## src/design/rds_pkg.sv

```systemverilog
// Shared types and constants for the retune delta smoother.
`default_nettype none
package rds_pkg;

	// Register widths
	localparam int PITCH_W = 15;
	localparam int COEF_W  = 16;
	localparam int DATA_W  = 16;
	localparam int IDX_W   = 3;

	// Register indexes on the configuration port
	localparam logic [IDX_W-1:0] REG_TARGET = 3'd0;
	localparam logic [IDX_W-1:0] REG_ALPHA  = 3'd1;
	localparam logic [IDX_W-1:0] REG_GAIN   = 3'd2;
	localparam logic [IDX_W-1:0] REG_VIB    = 3'd3;
	localparam logic [IDX_W-1:0] REG_LIMIT  = 3'd4;

	// Register reset values
	localparam logic [PITCH_W-1:0] TARGET_RST = 15'd15360;
	localparam logic [COEF_W-1:0]  ALPHA_RST  = 16'd60000;
	localparam logic [COEF_W-1:0]  GAIN_RST   = 16'd32768;
	localparam logic [PITCH_W-1:0] VIB_RST    = 15'd0;
	localparam logic [PITCH_W-1:0] LIMIT_RST  = 15'd3072;

	// Digit-serial multiplier: 4-bit digits of a 16-bit coefficient
	localparam int DIGIT_W = 4;
	localparam int DIGITS  = COEF_W / DIGIT_W;
	localparam int DCNT_W  = $clog2(DIGITS);
	localparam int MC_W    = 17;            // multiplicand magnitude
	localparam int ACC_W   = MC_W + COEF_W; // product magnitude
	localparam int SC_W    = 18;            // signed scaled value and difference
	localparam int SUM_W   = 36;            // signed IIR sum
	localparam int RMAG_W  = SUM_W - COEF_W;

	typedef enum logic [8:0] {
		S_IDLE  = 9'b000000001,
		S_PREP  = 9'b000000010,
		S_GAIN  = 9'b000000100,
		S_SCALE = 9'b000001000,
		S_DIFF  = 9'b000010000,
		S_ALPHA = 9'b000100000,
		S_FIN   = 9'b001000000,
		S_ROUND = 9'b010000000,
		S_OUT   = 9'b100000000
	} state_t;

endpackage
`default_nettype wire

```

## src/design/retune_delta_smoother_unit.sv

```systemverilog
// Retune delta smoother: per-frame pitch correction with a digit-serial IIR.
//
//  channel  | handshake                | payload
//  ---------+--------------------------+-----------------------------------
//  input    | in_valid / in_ready      | voiced, pitch_midi[14:0]
//  output   | out_valid / out_ready    | correction[15:0] (signed)
//  config   | cfg_we (no wait)         | cfg_index[2:0], cfg_data[15:0]
//
// A voiced frame runs the gain multiply and then the alpha multiply, an unvoiced
// frame only the alpha multiply; in_ready is high only in the idle step. Each
// multiply runs one 4-bit coefficient digit per cycle through one shared
// shift-and-add unit.
// Reset clears the smoothing state to zero and loads the register defaults.
// A result waits in the output register while the next frame is taken; the
// sequencer holds its last step only while that register is full and out_ready is low.
`default_nettype none
module retune_delta_smoother_unit (
	input  wire                               clk,
	input  wire                               arst_n,
	input  wire                               in_valid,
	output logic                              in_ready,
	input  wire                               voiced,
	input  wire  [rds_pkg::PITCH_W-1:0]       pitch_midi,
	output logic                              out_valid,
	input  wire                               out_ready,
	output logic signed [rds_pkg::DATA_W-1:0] correction,
	input  wire                               cfg_we,
	input  wire  [rds_pkg::IDX_W-1:0]         cfg_index,
	input  wire  [rds_pkg::DATA_W-1:0]        cfg_data
);

	// Configuration registers
	logic [rds_pkg::PITCH_W-1:0] target_q;
	logic [rds_pkg::COEF_W-1:0]  alpha_q;
	logic [rds_pkg::COEF_W-1:0]  gain_q;
	logic [rds_pkg::PITCH_W-1:0] vib_q;
	logic [rds_pkg::PITCH_W-1:0] limit_q;

	// Sequencer and datapath
	rds_pkg::state_t                 state_q;
	logic                            voiced_q;
	logic signed [rds_pkg::DATA_W-1:0] raw_q;
	logic signed [rds_pkg::DATA_W-1:0] prev_q;
	logic                            neg_q;
	logic [rds_pkg::ACC_W-1:0]       mcand_q;
	logic [rds_pkg::COEF_W-1:0]      mplier_q;
	logic [rds_pkg::ACC_W-1:0]       acc_q;
	logic [rds_pkg::DCNT_W-1:0]      dig_q;
	logic signed [rds_pkg::SC_W-1:0] scaled_q;
	logic signed [rds_pkg::SUM_W-1:0] sum_q;
	logic                            res_sign_q;
	logic [rds_pkg::RMAG_W-1:0]      res_mag_q;
	logic                            out_valid_q;
	logic signed [rds_pkg::DATA_W-1:0] correction_q;

	// Combinational helpers
	logic [rds_pkg::DATA_W-1:0]      raw_mag;
	logic                            bypass;
	logic [rds_pkg::DATA_W-1:0]      prev_mag;
	logic [rds_pkg::ACC_W-1:0]       pp;
	logic                            last_digit;
	logic [rds_pkg::ACC_W-1:0]       gain_rnd;
	logic [rds_pkg::MC_W-1:0]        scaled_mag;
	logic signed [rds_pkg::SC_W-1:0] diff;
	logic [rds_pkg::SC_W-1:0]        diff_mag;
	logic [rds_pkg::SUM_W-1:0]       prod_mask;
	logic signed [rds_pkg::SUM_W-1:0] sum_next;
	logic [rds_pkg::SUM_W-1:0]       sum_mask;
	logic [rds_pkg::SUM_W-1:0]       rnd_sum;
	logic [rds_pkg::PITCH_W-1:0]     clamp_mag;
	logic signed [rds_pkg::DATA_W-1:0] result;
	logic                            out_load;

	// Configuration writes
	always_ff @(posedge clk or negedge arst_n) begin
		if (!arst_n) begin
			target_q <= rds_pkg::TARGET_RST;
			alpha_q  <= rds_pkg::ALPHA_RST;
			gain_q   <= rds_pkg::GAIN_RST;
			vib_q    <= rds_pkg::VIB_RST;
			limit_q  <= rds_pkg::LIMIT_RST;
		end else if (cfg_we) begin
			case (cfg_index)
				rds_pkg::REG_TARGET: target_q <= cfg_data[rds_pkg::PITCH_W-1:0];
				rds_pkg::REG_ALPHA:  alpha_q  <= cfg_data;
				rds_pkg::REG_GAIN:   gain_q   <= cfg_data;
				rds_pkg::REG_VIB:    vib_q    <= cfg_data[rds_pkg::PITCH_W-1:0];
				rds_pkg::REG_LIMIT:  limit_q  <= cfg_data[rds_pkg::PITCH_W-1:0];
				default: ;
			endcase
		end
	end

	// Deviation magnitude and vibrato bypass
	assign raw_mag  = raw_q[rds_pkg::DATA_W-1] ? rds_pkg::DATA_W'(-raw_q) : raw_q;
	assign bypass   = raw_mag < {1'b0, vib_q};
	assign prev_mag = prev_q[rds_pkg::DATA_W-1] ? rds_pkg::DATA_W'(-prev_q) : prev_q;

	// One multiplier digit per cycle
	assign pp = mcand_q * {{(rds_pkg::ACC_W-rds_pkg::DIGIT_W){1'b0}},
		mplier_q[rds_pkg::DIGIT_W-1:0]};
	assign last_digit = dig_q == rds_pkg::DCNT_W'(rds_pkg::DIGITS - 1);

	// Gain product rounded half away from zero, Q1.15 back to Q.8
	assign gain_rnd   = acc_q + rds_pkg::ACC_W'(1 << 14);
	assign scaled_mag = gain_rnd[rds_pkg::MC_W+14:15];

	// Difference that the coefficient multiplies: prev - scaled
	assign diff     = {{(rds_pkg::SC_W-rds_pkg::DATA_W){prev_q[rds_pkg::DATA_W-1]}}, prev_q}
		- scaled_q;
	assign diff_mag = diff[rds_pkg::SC_W-1] ? rds_pkg::SC_W'(-diff) : diff;

	// a*s + (1-a)*scaled = scaled*2^16 + a*(s - scaled), sign folded as mask + carry
	assign prod_mask = {rds_pkg::SUM_W{neg_q}};
	assign sum_next  = $signed({{(rds_pkg::SUM_W-rds_pkg::SC_W-rds_pkg::COEF_W)
		{scaled_q[rds_pkg::SC_W-1]}}, scaled_q, {rds_pkg::COEF_W{1'b0}}})
		+ $signed(({{(rds_pkg::SUM_W-rds_pkg::ACC_W){1'b0}}, acc_q} ^ prod_mask))
		+ $signed({{(rds_pkg::SUM_W-1){1'b0}}, neg_q});

	// |sum| + half, one add
	assign sum_mask = {rds_pkg::SUM_W{sum_q[rds_pkg::SUM_W-1]}};
	assign rnd_sum  = (sum_q ^ sum_mask)
		+ {{(rds_pkg::SUM_W-1){1'b0}}, sum_q[rds_pkg::SUM_W-1]}
		+ rds_pkg::SUM_W'(1 << 15);

	// Clamp (voiced only) and restore sign
	assign clamp_mag = (voiced_q && res_mag_q > {{(rds_pkg::RMAG_W-rds_pkg::PITCH_W){1'b0}},
		limit_q}) ? limit_q : res_mag_q[rds_pkg::PITCH_W-1:0];
	assign result = res_sign_q ? -$signed({1'b0, clamp_mag}) : $signed({1'b0, clamp_mag});

	assign out_load = (state_q == rds_pkg::S_OUT) && (!out_valid_q || out_ready);
	assign in_ready = state_q == rds_pkg::S_IDLE;

	// Sequencer
	always_ff @(posedge clk or negedge arst_n) begin
		if (!arst_n) begin
			state_q <= rds_pkg::S_IDLE;
			dig_q   <= '0;
			prev_q  <= '0;
		end else begin
			case (state_q)
				rds_pkg::S_IDLE: begin
					if (in_valid) state_q <= rds_pkg::S_PREP;
				end
				rds_pkg::S_PREP: begin
					state_q <= voiced_q ? rds_pkg::S_GAIN : rds_pkg::S_ALPHA;
				end
				rds_pkg::S_GAIN: begin
					dig_q <= dig_q + 1'b1;
					if (last_digit) state_q <= rds_pkg::S_SCALE;
				end
				rds_pkg::S_SCALE: state_q <= rds_pkg::S_DIFF;
				rds_pkg::S_DIFF:  state_q <= rds_pkg::S_ALPHA;
				rds_pkg::S_ALPHA: begin
					dig_q <= dig_q + 1'b1;
					if (last_digit) state_q <= voiced_q ? rds_pkg::S_FIN : rds_pkg::S_ROUND;
				end
				rds_pkg::S_FIN:   state_q <= rds_pkg::S_ROUND;
				rds_pkg::S_ROUND: state_q <= rds_pkg::S_OUT;
				rds_pkg::S_OUT: begin
					if (out_load) begin
						prev_q  <= result;
						state_q <= rds_pkg::S_IDLE;
					end
				end
				default: state_q <= rds_pkg::S_IDLE;
			endcase
		end
	end

	// Datapath registers
	always_ff @(posedge clk) begin
		case (state_q)
			rds_pkg::S_IDLE: begin
				voiced_q <= voiced;
				raw_q    <= $signed({1'b0, target_q}) - $signed({1'b0, pitch_midi});
			end
			rds_pkg::S_PREP: begin
				acc_q <= '0;
				if (voiced_q) begin
					neg_q    <= raw_q[rds_pkg::DATA_W-1];
					mcand_q  <= bypass ? '0
						: {{(rds_pkg::ACC_W-rds_pkg::DATA_W){1'b0}}, raw_mag};
					mplier_q <= gain_q;
				end else begin
					neg_q    <= prev_q[rds_pkg::DATA_W-1];
					mcand_q  <= {{(rds_pkg::ACC_W-rds_pkg::DATA_W){1'b0}}, prev_mag};
					mplier_q <= alpha_q;
				end
			end
			rds_pkg::S_GAIN, rds_pkg::S_ALPHA: begin
				acc_q    <= acc_q + pp;
				mcand_q  <= mcand_q << rds_pkg::DIGIT_W;
				mplier_q <= mplier_q >> rds_pkg::DIGIT_W;
			end
			rds_pkg::S_SCALE: begin
				scaled_q <= neg_q ? -$signed({1'b0, scaled_mag}) : $signed({1'b0, scaled_mag});
			end
			rds_pkg::S_DIFF: begin
				acc_q    <= '0;
				neg_q    <= diff[rds_pkg::SC_W-1];
				mcand_q  <= {{(rds_pkg::ACC_W-rds_pkg::SC_W){1'b0}}, diff_mag};
				mplier_q <= alpha_q;
			end
			rds_pkg::S_FIN: sum_q <= sum_next;
			rds_pkg::S_ROUND: begin
				if (voiced_q) begin
					res_sign_q <= sum_q[rds_pkg::SUM_W-1];
					res_mag_q  <= rnd_sum[rds_pkg::SUM_W-1:rds_pkg::COEF_W];
				end else begin
					// decay truncates toward zero
					res_sign_q <= neg_q;
					res_mag_q  <= {{(rds_pkg::RMAG_W-(rds_pkg::ACC_W-rds_pkg::COEF_W)){1'b0}},
						acc_q[rds_pkg::ACC_W-1:rds_pkg::COEF_W]};
				end
			end
			default: ;
		endcase
	end

	// Output register
	always_ff @(posedge clk or negedge arst_n) begin
		if (!arst_n) begin
			out_valid_q <= 1'b0;
		end else if (out_load) begin
			out_valid_q <= 1'b1;
		end else if (out_ready) begin
			out_valid_q <= 1'b0;
		end
	end

	always_ff @(posedge clk) begin
		if (out_load) correction_q <= result;
	end

	assign out_valid  = out_valid_q;
	assign correction = correction_q;

`ifndef SYNTHESIS
	// a new result appears only from the output step
	a_load_from_out: assert property (@(posedge clk) disable iff (!arst_n)
		$rose(out_valid_q) |-> $past(state_q == rds_pkg::S_OUT))
		else $error("result loaded outside output step");

	// an input transfer starts the preparation step
	a_accept_prep: assert property (@(posedge clk) disable iff (!arst_n)
		(in_valid && in_ready) |=> state_q == rds_pkg::S_PREP)
		else $error("input transfer did not start a frame");

	// digit counter is back at zero whenever the block is idle
	a_digit_idle: assert property (@(posedge clk) disable iff (!arst_n)
		state_q == rds_pkg::S_IDLE |-> dig_q == '0)
		else $error("digit counter left nonzero");

	// the smoothing state never reaches the most negative code
	a_state_range: assert property (@(posedge clk) disable iff (!arst_n)
		prev_q != $signed({1'b1, {(rds_pkg::DATA_W-1){1'b0}}}))
		else $error("smoothing state out of range");
`endif

endmodule
`default_nettype wire

```

## config.mk

```make
export PLATFORM = sky130hd
export DESIGN_NAME = retune_delta_smoother_unit
export DESIGN_NICKNAME = d
export VERILOG_FILES = /design/src/design/rds_pkg.sv /design/src/design/retune_delta_smoother_unit.sv
export SDC_FILE = /design/constraint.sdc
export NUM_CORES = 1
export LEC_CHECK = 0
export BUFFER_PORTS_ARGS = -buffer_cell sky130_fd_sc_hd__buf_2
export CORE_MARGIN = 2
export CORE_UTILIZATION = 45
export CTS_CLUSTER_SIZE = 25
export DETAILED_ROUTE_END_ITERATION = 6
export PLACE_DENSITY = 0.58
export SLEW_MARGIN = 20
export SYNTH_ARGS = -nofsm -noshare
export SYNTH_HDL_FRONTEND = slang
export SYNTH_SLANG_ARGS = --single-unit
```

## constraint.sdc

```tcl
create_clock -name clk -period 7.05 [get_ports clk]
set_input_delay 0.705 -clock clk [delete_from_list [all_inputs] [get_ports clk]]
set_output_delay 0.705 -clock clk [all_outputs]
set_load 0.01 [all_outputs]
```

# Word level (Yosys, flattened, before mapping)
# Index checks and enable logic that the tools add are counted.
# W data, S select, Z words.
# op_classes
n_addsub,14
mul,1
magnitude_cmp,2
n_eq_ne,18
n_mux,25
bitwise_logic,2
reduce_logical,18
# ops
operator,count
$pmux W33 S3,1
$mux W16,6
$pmux W9 S9,1
$pmux W33 S2,1
$pmux W16 S3,1
$add A34 B36 Y36,1
$add A36 B1 Y36,1
$add A36 B16 Y36 const B,1
$add A36 B2 Y36,1
$mux W9,4
$xor A33 B36 Y36,1
$xor A36 B36 Y36,1
$mux W17,2
$add A33 B33 Y33,1
$mul A33 B4 Y33,1
$add A32 B15 Y32 const B,1
$neg A16 Y16,2
$gt A20 B15 Y1,1
$mux W18,1
$neg A17 Y18,1
$neg A18 Y18,1
$sub A18 B18 Y18,1
$lt A16 B15 Y1,1
$neg A15 Y16,1
other kinds (30),46
# totals
reg_bits,296
inputBits,40
elab_cells,102

# Depth between registers and ports, before layout
# logic_depth
word_depth,6
depth_mapped,19
ltp_nobuf,18

# Least setup slack after synthesis
# No wires, ideal clock.
# synth_path
path_kind,flip-flop to flip-flop
from,reg state_q[4]
to,reg state_q[7]
setup_time_ps,105
t_arrival_ps,5455
required_ps,6945
slack_ps,1490
path_stages_with_launch,8
path_buffers,0
synth_period_minus_slack_ps,5560
cell_sequence,dfrtp_1 -> nor2_1 -> nand2_1 -> or3_1 -> nor4b_1 -> nor3_1 -> a21oi_1 -> nor4b_1
# synth_between
elab_chain_len,4
# synth_lines
item,line,text
start: declaration,retune_delta_smoother_unit.sv:40,rds_pkg::state_t state_q;
start signal: assignment,retune_delta_smoother_unit.sv:137,state_q <= rds_pkg::S_IDLE;
start signal: assignment,retune_delta_smoother_unit.sv:143,if (in_valid) state_q <= rds_pkg::S_PREP;
start signal: assignment,retune_delta_smoother_unit.sv:146,state_q <= voiced_q ? rds_pkg::S_GAIN : rds_pkg::S_ALPHA;
$eq A9 B9 Y1,"retune_delta_smoother_unit.sv:131, retune_delta_smoother_unit.sv:141",
$logic_and A1 B1 Y1,retune_delta_smoother_unit.sv:131,assign out_load = (state_q == rds_pkg::S_OUT) && (!out_valid_q || out_ready);
$ne A2 B2 Y1 (no source line),n/a,
$reduce_and A4 Y1 (no source line),n/a,
# Parallel ways exist; a longest one is shown, timed or not.
# A chain may end at the register's enable or synchronous reset.

# Final worst setup path
# layout_path
from,reg mplier_q[2] in the netlist's numbering
to,"reg acc_q[30] in the netlist's numbering, data pin"
# layout_between
elab_chain_len,3
# layout_lines
item,line,text
start: declaration,retune_delta_smoother_unit.sv:46,logic [rds_pkg::COEF_W-1:0] mplier_q;
start signal: assignment,retune_delta_smoother_unit.sv:184,mplier_q <= gain_q;
start signal: assignment,retune_delta_smoother_unit.sv:188,mplier_q <= alpha_q;
start signal: assignment,retune_delta_smoother_unit.sv:194,mplier_q <= mplier_q >> rds_pkg::DIGIT_W;
$mul A33 B4 Y33,retune_delta_smoother_unit.sv:100,"assign pp = mcand_q * {{(rds_pkg::ACC_W-rds_pkg::DIGIT_W){1'b0}},"
$add A33 B33 Y33,retune_delta_smoother_unit.sv:192,acc_q <= acc_q + pp;
$pmux W33 S2,retune_delta_smoother_unit.sv:173,case (state_q)
end signal: assignment,retune_delta_smoother_unit.sv:192,
end: declaration,retune_delta_smoother_unit.sv:47,logic [rds_pkg::ACC_W-1:0] acc_q;
# Every way passes these cells.

==> flow_metrics.tcl <==
set metrics [dict create \
    slew_viol_final 0 \
    hold_class "in2async" \
    cts_setup_buffers 0 \
    num_rows 81 \
    syn_avg_cell_area_um2 9.92 \
    h-tree-depth 2 \
    synthSimpleGateAreaFrac_pct 15.1 \
    rr_startpoint "mplier_q[2]" \
    stdcell_count 2988 \
    worst_setup_path_start_kind "register" \
    syn_area_mm2 0.0224 \
    synth_edf_count 191 \
    synth_largest_area_cell "edfxtp_1" \
    cts_hold_buf 0 \
    fin_skew_ns 0.0205 \
    gp_congestion 0.879 \
    r2r-end "acc_q[30]" \
    max_stage_delay_ns 0.95 \
    grt_pass1_wl_um 90900 \
    worst_setup_path_end_kind "register" \
    drt-total-wl_um 58000 \
    synth_warnings 0 \
    synth_compound_area_share_pct 12.5 \
    routedWlPerCell_um 19.4 \
    netlist_top_cells_count "247 x inv_1, 191 x edfxtp_1, 176 x nand2_1, 147 x xnor2_1, 139 x nor2_1" \
    drt_iter0_drc 1525 \
    dr.pass1.iters 6 \
    portBuffers 57 \
    synth_xor_area_share_pct 9.15 \
    cp_data_arrival_time_ns 5.98 \
    cp-startpoint "mplier_q[2]" \
    cts-buffers-inserted 37 \
    dp_hpwl_um 44900 \
    rrSetupSlack_ns 1.33 \
    crit_required_ns 7.31 \
    dieArea_mm2 0.0516 \
    io_pins 58 \
    drive_gt1_share_pct 11.1 \
    yosys-top-cells-area "edfxtp_1 26%, dfrtp_1 10%, fa_1 8.1%" \
    synth_cell_types 87 \
    cts_resized 0 \
    cts.clk_slew.worst_paths_ns 0.06 \
    rsz0062_at_grt "false" \
    synth_cells 2259 \
    post-place-cells 2921 \
    cts_sinks 296 \
    async_flop_share_pct 35.5 \
    cp_max_fo 31 \
    cts_tree "built" \
    r2r_cells 16 \
    crit_top_cell "fa_1" \
    yosysMostFrequentCell "inv_1" \
    hold_violations 0 \
    relSlewSlack_pct 28.8 \
    cap_viol_max_count 0 \
    clk_path_buf_depth 3 \
    synth_top_family_by_area "simple AND/OR/NAND/NOR gates" \
    worst_slew_pin_slew_ns 1.06 \
    finalSetupTns_ns 0 \
    worstSetupEndpoint "acc_q[30]" \
    fp.dieH_um 227 \
    core_area_mm2 0.0491 \
    via_per_inst 5.43 \
    crit_chain "and2_1 -> fa_1 -> fa_1 -> inv_1 -> fa_1 -> inv_1 -> ha_1 -> a21o_1 -> a21oi_1 -> o21bai_1 -> a211oi_1 -> o21ai_0 -> o41ai_1 -> o21ai_0 -> xnor2_1 -> nor2_1" \
    finalCritPeriodShare_pct 81.1 \
    area_growth_pct 9.82 \
    cts-root-buf "clkbuf_16" \
    antenna_found_initial 2 \
    cp_slowest_cell "edfxtp_1" \
    postRouteAntennaNets 0 \
    dr_total_vias 16224 \
    path_class "reg2reg" \
    grt_max_degree 73 \
    synth_seq_cells 296 \
    fmax_mhz 175 \
    diodes 0 \
    overflow 0 \
    finalCriticalPeriod_ns 5.72 \
    synth_fa_ha_area_share_pct 15.1 \
    layout.nets 2551 \
    start_util_pct 45.7 \
    grt_pass1_vias 15816 \
    synthMuxAreaShare_pct 5.20 \
    setup_violations 0 \
    synth_nets 2514 \
    gr-usage-all-layers_pct 23.1 \
    clk_latency_ns 0.56 \
    synth_flop_cell "edfxtp_1" \
    status "completed" \
    synth_top_area_share_pct 25.6 \
    drc 0 \
    die_w_um 227 \
    ys_seq_area_share_pct 37.4 \
]
per-layer routing:
metal	wire [µm]	part of all wire [%]	global-route usage, %
met1	28900	50	35.8
met2	25000	43	34.3
met3	2910	5.0	2.52
met4	1220	2.1	6.03
met5	0	0	0
sequential cells by signal, summed over array words and instances (netlist names), 2 cells and up:
name / count
scaled_q: 18
alpha_q: 16
state_q: 9
sum_q: 36
vib_q: 15
gain_q: 16
mplier_q: 16
mcand_q: 33
limit_q: 15
correction: 16
res_mag_q: 20
dig_q: 2
prev_q: 16
raw_q: 16
target_q: 15
acc_q: 33
metrics by stage:
step | worst slack, ns | area (µm²) | hold slack (ns) | utilization, %
after floorplan | 1.49 | 22400 | 0.409 | -
after global placement | 1.44 | 23400 | 0.470 | 47.7
after detailed placement | 1.35 | 23400 | 0.471 | 47.8
after CTS | 1.35 | 24600 | 0.220 | 50.2
after global routing | 0.922 | 24600 | 0.269 | 50.2
final | 1.33 | 24600 | 0.218 | 50.2
worst min-delay path by stage:
stage	depth (start not counted)	startpoint	end
global placement	1	dig_q[0]	dig_q[0]
detailed placement	1	dig_q[0]	dig_q[0]
floorplan	0	arst_n	alpha_q[0]
finish	1	arst_n	gain_q[11]
global route	1	arst_n	alpha_q[12]
CTS	1	arst_n	target_q[4]
cells by family after synthesis:
logic type      count (synthesis)
buf+inv                       328
flops                         296
compound gates                422
xor+xnor                      234
fa+ha+maj                     215
mux                           106
simple gates                  658
critical path: cells and delay by family, from the launching register on:
kind	cells	cell delay, ns
AOI/OAI and AO/OA	7	2.02
xor gates and xnor gates	1	0.18
adders and majority gates	4	1.85
buffers and inverters	2	0.09
DFF	1	0.95
and+or+nand+nor	2	0.32
layout make-up:
type	instances	area [µm²]
Inverter	248	931
Multi-Input combinational cell	1635	12800
Clock inverter	14	115
Tap cell	664	831
Sequential cell	296	8380
Clock buffer	53	1050
Fill cell	4547	24500
Timing Repair Buffer	78	457
layout by cell type (no fill, tap or decap), types with 7 or more instances in the layout:
cell,count
and2_1,129
xor2_1,87
nor2_1,138
nor4b_1,8
ha_1,124
inv_1,247
buf_2,56
clkbuf_16,38
mux2_2,79
a22oi_1,11
a221oi_1,8
a21oi_1,94
a222oi_1,12
or3_1,10
o21bai_1,7
dfstp_2,15
nand3_1,29
nor2b_1,18
o21ai_0,113
nand4_1,16
nor3_1,34
a21o_1,51
nand4b_1,8
buf_4,20
a211oi_1,8
nand2_1,175
and3_1,18
xnor2_1,147
fa_1,91
a31oi_1,9
a32o_1,7
mux2i_1,26
dfrtp_1,90
o31ai_1,19
clkbuf_1,11
edfxtp_1,191
o21a_1,14
o211ai_1,7
nand2b_1,20
nor4_1,12
Power is left out: the tool's default activity adds up to more than one toggle a clock period on the data nets, which glitch-free logic cannot reach.
